File: src/rtl/rae_pkg.sv
// Shared types and opcode constants for the register ALU execute unit.
`default_nettype none
package rae_pkg;
    localparam logic [3:0] CLS_ARITH = 4'hA;
    localparam logic [3:0] CLS_LOGIC = 4'hB;
    localparam logic [3:0] CLS_FLOW  = 4'hD;
    localparam logic [3:0] CLS_MOVE  = 4'hE;
    localparam logic [3:0] MAX_LABEL_CLS = 4'h9;

    localparam logic [1:0] ST_OK      = 2'd0;
    localparam logic [1:0] ST_ILLEGAL = 2'd1;
    localparam logic [1:0] ST_DIVZERO = 2'd2;

    localparam logic [1:0] CMP_EQ = 2'd0;
    localparam logic [1:0] CMP_LT = 2'd1;
    localparam logic [1:0] CMP_GT = 2'd2;

    localparam logic [3:0] OP_ADD = 4'd0;
    localparam logic [3:0] OP_SUB = 4'd1;
    localparam logic [3:0] OP_MUL = 4'd2;
    localparam logic [3:0] OP_MOD = 4'd3;
    localparam logic [3:0] OP_DIV = 4'd4;
    localparam logic [3:0] OP_AND = 4'd5;
    localparam logic [3:0] OP_OR  = 4'd6;
    localparam logic [3:0] OP_SHL = 4'd7;
    localparam logic [3:0] OP_SHR = 4'd8;
    localparam logic [3:0] OP_XOR = 4'd9;
    localparam logic [3:0] OP_NOT = 4'd10;
    localparam logic [3:0] OP_CMP = 4'd11;
    localparam logic [3:0] OP_PASS = 4'd12;
    localparam logic [3:0] OP_NONE = 4'd13;

    typedef struct packed {
        logic        load;
        logic [3:0]  op;
        logic [3:0]  ra;
        logic [3:0]  rb;
        logic        use_imm;
        logic [3:0]  widx;
        logic        write;
        logic        skip;
        logic        cond;
        logic [2:0]  cond_code;
        logic [1:0]  status;
    } rae_cmd_t;

    typedef struct packed {
        logic done;
    } rae_stat_t;
endpackage
`default_nettype wire

File: src/rtl/rae_ctrl.sv
// Controller that decodes instructions and sequences the datapath.
`default_nettype none
module rae_ctrl
    import rae_pkg::*;
(
    input  wire logic        clk,
    input  wire logic        rst_n,
    input  wire logic        in_valid,
    output logic             in_ready,
    input  wire logic [15:0] instruction,
    input  rae_stat_t        stat,
    output logic             out_valid,
    input  wire logic        out_ready,
    output rae_cmd_t         cmd
);
    typedef enum logic [1:0] { IDLE, BUSY, HOLD } state_t;
    state_t state_reg;
    logic [3:0] cls, sub, rc, rd;

    assign cls = instruction[15:12];
    assign sub = instruction[11:8];
    assign rc  = instruction[7:4];
    assign rd  = instruction[3:0];
    assign in_ready  = (state_reg == IDLE);
    assign out_valid = (state_reg == HOLD);

    always_comb
    begin
        cmd = '0;
        cmd.op = OP_NONE;
        cmd.load = in_valid && in_ready;
        cmd.ra = rc;
        cmd.rb = rd;
        priority if (cls <= MAX_LABEL_CLS)
        begin
        end
        else if (cls == CLS_ARITH)
        begin
            if (sub <= 4'd4)
            begin
                cmd.op = sub; cmd.write = 1'b1; cmd.widx = rc;
            end
            else if (sub <= 4'd9)
            begin
                cmd.op = sub - 4'd5; cmd.write = 1'b1; cmd.widx = rd;
                cmd.ra = rd; cmd.use_imm = 1'b1; cmd.skip = 1'b1;
            end
            else
                cmd.status = ST_ILLEGAL;
        end
        else if (cls == CLS_LOGIC)
        begin
            if (sub <= 4'd5)
            begin
                cmd.op = sub + OP_AND; cmd.write = 1'b1; cmd.widx = rc;
            end
            else if (sub <= 4'hB)
            begin
                cmd.write = 1'b1; cmd.widx = rd; cmd.ra = rd;
                cmd.use_imm = 1'b1; cmd.skip = 1'b1;
                unique case (sub)
                    4'h6: cmd.op = OP_AND;
                    4'h7: cmd.op = OP_OR;
                    4'h8: cmd.op = OP_SHL;
                    4'h9: cmd.op = OP_SHR;
                    4'hA: cmd.op = OP_NOT;
                    default: cmd.op = OP_XOR;
                endcase
            end
            else
                cmd.status = ST_ILLEGAL;
        end
        else if (cls == CLS_FLOW)
        begin
            if (sub == 4'd1)
                cmd.op = OP_CMP;
            else if (sub == 4'd0 || (sub >= 4'd2 && sub <= 4'd6))
            begin
                cmd.cond = 1'b1; cmd.cond_code = sub[2:0];
            end
            else if (sub != 4'hF)
                cmd.status = ST_ILLEGAL;
        end
        else if (cls == CLS_MOVE)
        begin
            if (sub == 4'd0)
            begin
                cmd.op = OP_PASS; cmd.use_imm = 1'b1; cmd.write = 1'b1;
                cmd.widx = rd; cmd.skip = 1'b1;
            end
            else if (sub == 4'd1)
            begin
                cmd.op = OP_PASS; cmd.write = 1'b1; cmd.widx = rc;
            end
            else if (sub != 4'hA)
                cmd.status = ST_ILLEGAL;
        end
        else
            cmd.status = ST_ILLEGAL;
    end

    always_ff @(posedge clk or negedge rst_n)
    begin
        if (!rst_n)
            state_reg <= IDLE;
        else
        begin
            unique case (state_reg)
                IDLE: if (cmd.load) state_reg <= BUSY;
                BUSY: if (stat.done) state_reg <= HOLD;
                HOLD: if (out_ready) state_reg <= IDLE;
                default: state_reg <= IDLE;
            endcase
        end
    end
endmodule
`default_nettype wire

File: src/rtl/rae_datapath.sv
// Datapath with register file, ALU, serial divider and compare flag.
`default_nettype none
module rae_datapath
    import rae_pkg::*;
#(
    parameter int REG_COUNT  = 16,
    parameter int DATA_WIDTH = 32
)
(
    input  wire logic               clk,
    input  wire logic               rst_n,
    input  rae_cmd_t                cmd,
    input  wire logic signed [31:0] next_word,
    output rae_stat_t               stat,
    output logic [1:0]              status,
    output logic                    dest_written,
    output logic [3:0]              dest_index,
    output logic signed [31:0]      dest_value,
    output logic                    skip_next_word,
    output logic                    jump_taken,
    output logic signed [31:0]      jump_label,
    output logic [1:0]              compare_state
);
    localparam int DW = DATA_WIDTH;
    localparam int CW = $clog2(DW + 1);

    logic [DW-1:0] rf_reg [REG_COUNT];
    logic [1:0]    flag_reg;
    logic [DW-1:0] a_reg, b_reg, rem_reg, quo_reg;
    logic [3:0]    op_reg;
    logic          busy_reg, neg_q_reg, neg_r_reg, div_reg;
    logic [CW-1:0] cnt_reg;
    logic [DW-1:0] imm, ra_v, rb_v, res;
    logic [DW:0]   trial;
    logic [4:0]    sh;
    logic          wr_ok;
    logic [DW-1:0] prod;

    assign imm  = DW'(signed'(next_word));
    assign ra_v = (32'(cmd.ra) < REG_COUNT) ? rf_reg[cmd.ra[$clog2(REG_COUNT)-1:0]] : '0;
    assign rb_v = (32'(cmd.rb) < REG_COUNT) ? rf_reg[cmd.rb[$clog2(REG_COUNT)-1:0]] : '0;
    assign sh = b_reg[4:0];
    assign trial = {rem_reg, a_reg[DW-1]} - {1'b0, b_reg};
    assign prod = a_reg * b_reg;
    assign stat.done = busy_reg && !(div_reg && cnt_reg != '0);

    always_comb
    begin
        unique case (op_reg)
            OP_ADD:  res = a_reg + b_reg;
            OP_SUB:  res = a_reg - b_reg;
            OP_MUL:  res = prod;
            OP_MOD:  res = neg_r_reg ? -rem_reg : rem_reg;
            OP_DIV:  res = neg_q_reg ? -quo_reg : quo_reg;
            OP_AND:  res = a_reg & b_reg;
            OP_OR:   res = a_reg | b_reg;
            OP_SHL:  res = (32'(sh) >= DW) ? '0 : a_reg << sh;
            OP_SHR:  res = (32'(sh) >= DW) ? {DW{a_reg[DW-1]}}
                                           : DW'($signed(a_reg) >>> sh);
            OP_XOR:  res = a_reg ^ b_reg;
            OP_NOT:  res = ~b_reg;
            default: res = b_reg;
        endcase
    end

    always_ff @(posedge clk or negedge rst_n)
    begin
        if (!rst_n)
        begin
            for (int i = 0; i < REG_COUNT; i++) rf_reg[i] <= '0;
            flag_reg <= CMP_EQ;
            busy_reg <= 1'b0;
            div_reg <= 1'b0;
            cnt_reg <= '0;
            compare_state <= CMP_EQ;
        end
        else if (cmd.load)
        begin
            logic [DW-1:0] bv;
            logic dz, tk;
            bv = cmd.use_imm ? imm : rb_v;
            dz = (cmd.op == OP_DIV || cmd.op == OP_MOD) && bv == '0;
            op_reg <= cmd.op;
            busy_reg <= 1'b1;
            neg_q_reg <= ra_v[DW-1] ^ bv[DW-1];
            neg_r_reg <= ra_v[DW-1];
            div_reg <= (cmd.op == OP_DIV || cmd.op == OP_MOD) && !dz;
            cnt_reg <= CW'(DW);
            rem_reg <= '0;
            if (cmd.op == OP_DIV || cmd.op == OP_MOD)
            begin
                a_reg <= ra_v[DW-1] ? -ra_v : ra_v;
                b_reg <= bv[DW-1] ? -bv : bv;
            end
            else
            begin
                a_reg <= ra_v;
                b_reg <= bv;
            end
            wr_ok <= cmd.write && !dz && 32'(cmd.widx) < REG_COUNT;
            dest_index <= cmd.widx;
            status <= dz ? ST_DIVZERO : cmd.status;
            unique case (cmd.cond_code)
                3'd0: tk = 1'b1;
                3'd2: tk = flag_reg == CMP_EQ;
                3'd3: tk = flag_reg == CMP_LT;
                3'd4: tk = flag_reg == CMP_GT;
                3'd5: tk = flag_reg != CMP_GT;
                3'd6: tk = flag_reg != CMP_LT;
                default: tk = 1'b0;
            endcase
            jump_taken <= cmd.cond && tk;
            jump_label <= (cmd.cond && tk) ? next_word : '0;
            skip_next_word <= cmd.skip || (cmd.cond && !tk);
            if (cmd.op == OP_CMP)
            begin
                logic [DW-1:0] x, y;
                logic [1:0] f;
                x = ra_v ^ {1'b1, {(DW-1){1'b0}}};
                y = rb_v ^ {1'b1, {(DW-1){1'b0}}};
                f = (x == y) ? CMP_EQ : (x < y) ? CMP_LT : CMP_GT;
                flag_reg <= f;
                compare_state <= f;
            end
            else
                compare_state <= flag_reg;
        end
        else if (busy_reg && div_reg && cnt_reg != '0)
        begin
            cnt_reg <= cnt_reg - 1'b1;
            a_reg <= a_reg << 1;
            if (!trial[DW])
            begin
                rem_reg <= trial[DW-1:0];
                quo_reg <= {quo_reg[DW-2:0], 1'b1};
            end
            else
            begin
                rem_reg <= {rem_reg[DW-2:0], a_reg[DW-1]};
                quo_reg <= {quo_reg[DW-2:0], 1'b0};
            end
        end
        else if (busy_reg)
        begin
            busy_reg <= 1'b0;
            dest_written <= wr_ok;
            dest_value <= wr_ok ? 32'(res) : '0;
            if (!wr_ok) dest_index <= '0;
            if (wr_ok) rf_reg[dest_index[$clog2(REG_COUNT)-1:0]] <= res;
        end
    end
endmodule
`default_nettype wire

File: src/rtl/register_alu_execute_unit.sv
// Top level of the register ALU execute unit.
// An accepted beat is registered into the operand registers; the result is then registered onto the outputs,
// after the serial divider has finished for div and mod.
// A new beat is taken once the previous result beat has been taken.
// Reset is asynchronous and active low; it clears the register file, the compare flag and the control state.
`default_nettype none
module register_alu_execute_unit
    import rae_pkg::*;
#(
    parameter int REG_COUNT  = 16,
    parameter int DATA_WIDTH = 32
)
(
    input  wire logic        clk,
    input  wire logic        rst_n,
    input  wire logic        s_tvalid,
    output logic             s_tready,
    input  wire logic [47:0] s_tdata,  // instruction[15:0], next_word[47:16]
    output logic             m_tvalid,
    input  wire logic        m_tready,
    output logic [79:0]      m_tdata   // status, dest_written, dest_index, dest_value,
                                       // skip_next_word, jump_taken, jump_label,
                                       // compare_state, zero fill
);
    rae_cmd_t  cmd;
    rae_stat_t stat;
    logic [1:0] status, cmp;
    logic dw, sk, jt;
    logic [3:0] di;
    logic signed [31:0] dv, jl;

    rae_ctrl u_ctrl (
        .clk(clk), .rst_n(rst_n), .in_valid(s_tvalid), .in_ready(s_tready),
        .instruction(s_tdata[15:0]), .stat(stat), .out_valid(m_tvalid),
        .out_ready(m_tready), .cmd(cmd)
    );

    rae_datapath #(.REG_COUNT(REG_COUNT), .DATA_WIDTH(DATA_WIDTH)) u_dp (
        .clk(clk), .rst_n(rst_n), .cmd(cmd), .next_word(s_tdata[47:16]),
        .stat(stat), .status(status), .dest_written(dw), .dest_index(di),
        .dest_value(dv), .skip_next_word(sk), .jump_taken(jt), .jump_label(jl),
        .compare_state(cmp)
    );

    assign m_tdata = {5'd0, cmp, jl, jt, sk, dv, di, dw, status};
endmodule
`default_nettype wire

File: config.mk
export PLATFORM = sky130hd
export DESIGN_NAME = register_alu_execute_unit
export DESIGN_NICKNAME = d
export VERILOG_FILES = /design/src/rtl/rae_pkg.sv /design/src/rtl/rae_ctrl.sv /design/src/rtl/rae_datapath.sv /design/src/rtl/register_alu_execute_unit.sv
export SDC_FILE = /design/constraint.sdc
export NUM_CORES = 2
export LEC_CHECK = 0
export CORE_ASPECT_RATIO = 2
export CORE_MARGIN = 3
export CORE_UTILIZATION = 25
export DETAILED_ROUTE_END_ITERATION = 7
export DONT_BUFFER_PORTS = 1
export PLACE_DENSITY = 0.42
export SLEW_MARGIN = 10
export SYNTH_ARGS = -nofsm -noshare
export SYNTH_HDL_FRONTEND = slang
export SYNTH_HIERARCHICAL = 1
export SYNTH_SLANG_ARGS = --single-unit
File: constraint.sdc
create_clock -name clk -period 22.7 [get_ports clk]
set_input_delay 2.27 -clock clk [delete_from_list [all_inputs] [get_ports clk]]
set_output_delay 2.27 -clock clk [all_outputs]
set_load 0.005 [all_outputs]
## Word-level counts from Yosys, hierarchy flattened

Cells that the tools add are included.

| operators by class | value |
|---|---|
| $mul | 1 |
| mux-type cells | 89 |
| shift operators | 2 |
| add/sub/neg operators | 10 |
| reductions and logical operators | 36 |
| order comparisons | 12 |
| bitwise logic cells | 12 |
| equal/unequal tests | 42 |

Operators with widths:

| operator | count |
|---|---|
| 512-bit bitwise mux | 1 |
| 32-bit two-way mux | 16 |
| 32-bit one-hot mux with 11 select lines | 1 |
| 32-bit binary-select mux with 4-bit select | 2 |
| 32-bit demux with 4-bit select | 1 |
| 32-bit negation | 4 |
| 4-bit two-way mux | 17 |
| 4-bit equality test (second input constant) | 11 |
| 7-bit two-way mux | 6 |
| 33-bit by 32-bit subtractor with 33-bit output | 1 |
| 32-bit adder | 1 |
| 32-bit AND | 1 |
| 32-bit equality test | 1 |
| 32-bit logical NOT | 1 |
| 32-bit less-than comparator | 1 |
| 32-bit by 32-bit multiplier with 32-bit output | 1 |
| 8-bit two-way mux | 4 |
| 32-bit NOT | 1 |
| 32-bit bitwise OR | 1 |
| 32-bit by 5-bit left shift with 32-bit output | 1 |
| 32-bit by 5-bit >>> shifter with 32-bit output | 1 |
| 32-bit subtractor | 1 |
| 32-bit bitwise XOR | 1 |
| 2-bit two-way mux | 15 |
| 41 further kinds | 113 |

| storage, ports and cells | value |
|---|---|
| bits in registers | 732 |
| word-level logic and storage cells | 241 |
| output and inout port bits | 82 |

## Depth between registers and ports, before layout

| depth | value |
|---|---|
| depth in word-level cells | 17 |
| gate-level depth with buffers | 34 |
| depth with buffers taken out | 27 |

## Cells and area by module

The synthesis kept the hierarchy.

Modules (own cells, without submodules):

| module | area each (sq um) | cells an instance | instances |
|---|---|---|---|
| rae_datapath | 63908.8 | 6485 | 1 |
| rae_ctrl | 1186.1 | 170 | 1 |
| register_alu_execute_unit | 63.8 | 9 | 1 |

## Worst setup path before layout

Ideal clock, no wire load.

| timing path | value |
|---|---|
| path kind | register to register |
| start point | reg u_dp.b_reg[2] |
| end point | reg u_dp/rf_reg[150] in the netlist's numbering |
| stages on the path, launching flop included | 32 |
| arrival time | 9024 ps |
| path slack | 13552 ps |
| period minus slack after synthesis | 9148 ps |
| cells stage by stage | edfxtp_1 > inv_1 > clkbuf_1 > clkbuf_1 > buf_1 > clkbuf_1 > buf_1 > nor2_1 > fa_1 > inv_1 > fa_1 > fa_1 > fa_1 > inv_1 > fa_1 > inv_1 > fa_1 > inv_1 > fa_1 > fa_1 > ha_1 > clkbuf_1 > and3_1 > nand3_1 > a21oi_1 > a21oi_1 > o21ai_0 > xnor2_1 > a211o_1 > a31oi_2 > nor2_1 > mux2_2 |

| on the way | value |
|---|---|
| longest elaborated chain between the ends | 3 |
| elaborated cells between the ends (all ways) | 7 |

RTL lines:

| item | line | RTL |
|---|---|---|
| start, declared | rae_datapath.sv:29 | `logic [DW-1:0] a_reg, b_reg, rem_reg, quo_reg;` |
| start signal, assigned | rae_datapath.sv:93 | `b_reg <= bv[DW-1] ? -bv : bv;` |
| start signal, assigned | rae_datapath.sv:98 | `b_reg <= bv;` |
| 32-bit by 32-bit multiplier with 32-bit output (tied with other cells) | rae_datapath.sv:44 | `assign prod = a_reg * b_reg;` |
| 32-bit one-hot mux with 11 select lines (*) | rae_datapath.sv:49 | `unique case (op_reg)` |
| 512-bit bitwise mux (*) | rae_datapath.sv:149 | `if (wr_ok) rf_reg[dest_index[$clog2(REG_COUNT)-1:0]] <= res;` |
| end signal, assigned by index | rae_datapath.sv:149 |  |
| end, declared | rae_datapath.sv:27 | `logic [DW-1:0] rf_reg [REG_COUNT];` |

Every way passes the cells marked *; elsewhere a longest branch is shown, timed or not.
A chain may end at the register's enable or synchronous reset.

## Worst setup path after layout

| timing path | value |
|---|---|
| start point | reg u_dp.b_reg[4] |
| end point | reg u_dp.dest_value[31], data pin |

| on the way | value |
|---|---|
| longest elaborated chain between the ends | 2 |
| elaborated cells between the ends (all ways) | 6 |

RTL lines:

| item | line | RTL |
|---|---|---|
| 32-bit by 32-bit multiplier with 32-bit output (tied with other cells) | rae_datapath.sv:44 |  |
| 32-bit one-hot mux with 11 select lines (*) | rae_datapath.sv:49 |  |
| end signal, assigned | rae_datapath.sv:147 | `dest_value <= wr_ok ? 32'(res) : '0;` |
| end, declared | rae_datapath.sv:18 | `output logic signed [31:0] dest_value,` |

Marks and branches as above.

==> impl_metrics.env <==
export IMPL_n_fill_cell=27400
export IMPL_insertion_delay_ns=0.78
export IMPL_cp_buffers_inverters=5
export IMPL_path_cells="buf_4, clkinv_1, buf_4, nor2_1, fa_1, inv_1, fa_1, fa_1, fa_1, inv_1, fa_1, ha_1, fa_1, fa_1, ha_1, a211o_1, or3_1, a211oi_1, nor2_1, a31oi_1, o21ai_0, a31oi_1, nand3b_1, a21oi_1"
export IMPL_dieWidth_um=367
export IMPL_async_flop_share=0.716
export IMPL_cts_setup_buffers=0
export IMPL_syn_area_um2=65200
export IMPL_cts_inserted_buffers=82
export IMPL_antenna_left=0
export IMPL_grt_max_degree=168
export IMPL_crit_path_frequent_cell="fa_1"
export IMPL_rsz0062_at_grt="no"
export IMPL_postSynthAreaPerCell_um2=9.78
export IMPL_hpwl_um=260000
export IMPL_drv_cap=1
export IMPL_start_kind="flop"
export IMPL_cts_resized=0
export IMPL_dieArea_um2=267000
export IMPL_cts_tree="yes"
export IMPL_num_rows=264
export IMPL_setup_tns_final_ns=0
export IMPL_hold_viol_final=0
export IMPL_clock_fmax_mhz=97.1
export IMPL_tightestPinTransition_ns=1.48
export IMPL_drv_slew=0
export IMPL_vias=54900
export IMPL_grt_pass1_vias=57600
export IMPL_htree_levels=3
export IMPL_crit_path_end_kind="flop"
export IMPL_fin_nets=7261
export IMPL_grt_first_pass_wirelength_um=483000
export IMPL_cts_num_sinks=732
export IMPL_grt_antenna_before_repair=46
export IMPL_critPathTopFamily="adder cells"
export IMPL_min_period_ns=10.30
export IMPL_drtPass1Iterations=8
export IMPL_initial_core_util=0.252
export IMPL_worst_path_max_fanout=29
export IMPL_coreArea_um2=259000
export IMPL_postRouteWirelength_um=351000
export IMPL_fin_skew_ns=0.102
export IMPL_period_share=0.454
export IMPL_violations="capacitance limit"
export IMPL_drt_vias_per_instance=5.46
export IMPL_status="finished with violations"
export IMPL_port_buffers=0
export IMPL_globalRouteMet1Util=0.240
export IMPL_relSlewSlack=0.00755
export IMPL_global_route_usage_met2=0.477
export IMPL_yosys_warnings=6
export IMPL_drc=0
export IMPL_die_y_um=728
export IMPL_largest_reg_flops=512
export IMPL_place_congestion=1.10
export IMPL_grt_overflow_total=0
export IMPL_boundaryPins=134
export IMPL_syn2layout_area_growth_pct=11.2
export IMPL_cts_clk_slew_worst_paths_ns=0.07
export IMPL_wire_per_inst_um=34.9
export IMPL_grt_util_all_layers=0.263
export IMPL_drt_iter0_drc=4654
export IMPL_required_ns=23.10
export IMPL_setup_viol=0
export IMPL_synth_edf_count=208
export IMPL_critical_path_class="flop to flop"
export IMPL_syn_inst=6664
export IMPL_regArea_um2=19400
export IMPL_grtUsageMet3=0.0609
export IMPL_cts_buffer_depth=3
export IMPL_cts_root_buf="clkbuf_16"
export IMPL_hp_class="flop to flop"
export IMPL_drive_above_1_share=0.150
export IMPL_slowest_delay_ns=0.85
export IMPL_hold_buffers=0
export IMPL_ys_ff_latch=732
export IMPL_top_usage_layer="met2"
export IMPL_synth_cell_types=103
export IMPL_multiInputGateArea_um2=42300
export IMPL_cp_arrival_ns=10.70
export IMPL_critical_path_slowest_cell="a31oi_1"
export IMPL_ys_flop_type="dfrtp_1"
export IMPL_ys_seq_area_frac=0.297
-- stage by stage --
stage	hold WS, ns	utilization	std cells	cell area, um2	setup slack [ns]
2_1_floorplan	0.441	-	6668	65200	13.55
3_3_place_gp	0.454	0.268	9870	69500	12.86
3_5_place_dp	0.468	0.268	9870	69500	12.88
4_1_cts	0.472	0.279	10000	72200	12.84
5_1_grt	0.517	0.280	10000	72400	11.98
6_report	0.475	0.280	10100	72500	12.40
-- area by class of cell --
type / count / area share
Tap cell: 3458 / 0.0597
Sequential cell: 732 / 0.267
Timing Repair Buffer: 218 / 0.0240
Clock buffer: 114 / 0.0317
Clock inverter: 36 / 0.00549
Antenna cell: 32 / 0.00110
Inverter: 524 / 0.0271
Multi-Input combinational cell: 4945 / 0.584
-- Yosys cell counts, drive strengths merged (15+ instances only) --
master | number | area, um2
and2 | 77 | 482
nor3 | 92 | 475
xnor2 | 188 | 1650
o211ai | 21 | 158
dfrtp | 524 | 13100
nand2b | 25 | 159
nor2b | 35 | 219
a221oi | 29 | 273
a21oi | 230 | 1150
nand3 | 47 | 235
o22ai | 40 | 256
a31oi | 78 | 494
o31ai | 97 | 733
a21o | 63 | 473
clkinv | 15 | 56.3
or3 | 26 | 163
a211oi | 51 | 383
nor4 | 22 | 165
clkbuf | 336 | 1260
xor2 | 90 | 788
mux2i | 65 | 651
o21ai | 250 | 1250
inv | 509 | 1910
o2111ai | 20 | 175
nand2 | 1167 | 4380
o21a | 36 | 270
and3 | 25 | 156
ha | 296 | 3700
fa | 410 | 8210
edfxtp | 208 | 6250
mux2 | 126 | 1420
nand4 | 26 | 163
nor2 | 712 | 2680
buf | 131 | 729
mux4 | 387 | 8720
a22o | 15 | 131
-- cells in the final DEF (no fill, tap or decap), types with 15 or more instances in the layout --
master	n
a21oi_1	222
o21ai_1	15
edfxtp_1	208
inv_1	502
clkinv_1	18
and3_1	25
buf_4	209
nand2_1	1159
xor2_1	87
a31oi_1	71
mux2i_1	64
mux4_2	387
nor2_1	697
a21o_1	62
a221oi_1	25
a211oi_1	48
and2_1	70
fa_1	410
or3_1	26
o21ai_0	231
mux2_2	125
nand3_1	41
dfrtp_1	524
ha_1	296
xnor2_1	179
o31ai_1	94
nand4_1	26
o211ai_1	21
o21a_1	36
nor4_1	19
nor3_1	80
diode_2	32
nor2b_1	33
o2111ai_1	20
nand2b_1	24
o22ai_1	38
clkbuf_16	82
clkbuf_1	19
-- kinds of logic (layout without fill, tap and decap cells) --
group / after synthesis / in the layout / share of synthesized area
AND/OR/NAND/NOR: 2323 / 2323 / 0.151
AO/OA/AOI/OAI: 1054 / 1054 / 0.105
buffers and inverters: 991 / 892 / 0.0607
flip-flops: 732 / 732 / 0.297
adder cells (fa/ha/maj): 706 / 706 / 0.183
multiplexers: 578 / 578 / 0.166
XOR/XNOR: 278 / 278 / 0.0374
other: 2 / 38 / 0.000115
-- final timing paths --
| path | endpoint | slack, ns | cells after the start | from |
|---|---|---|---|---|
| hold reg to reg | u_ctrl/state_reg[0] | 0.48 | 1 | u_ctrl/state_reg[1] |
| setup / recovery | u_dp/dest_value[31] | 12.40 | 24 | u_dp/b_reg[4] |
| max in group asynchronous | u_dp/rf_reg[421] | 18.67 | 3 | rst_n |
| min in group asynchronous | u_dp/cnt_reg[0] | 1.25 | 0 | rst_n |
| setup reg to reg | u_dp/dest_value[31] | 12.40 | 24 | u_dp/b_reg[4] |
| hold / removal | u_ctrl/state_reg[0] | 0.48 | 1 | u_ctrl/state_reg[1] |
-- metal layers --
| layer | vias to the layer above | part of all wire |
|---|---|---|
| li1 | 22800 | - |
| met1 | 28100 | 0.30 |
| met2 | 2743 | 0.52 |
| met3 | 1276 | 0.059 |
| met4 | 34 | 0.12 |
| met5 | - | 0.00063 |
Power is left out: the tool's default activity adds up to more than one toggle a clock period on the data nets, which glitch-free logic cannot reach.
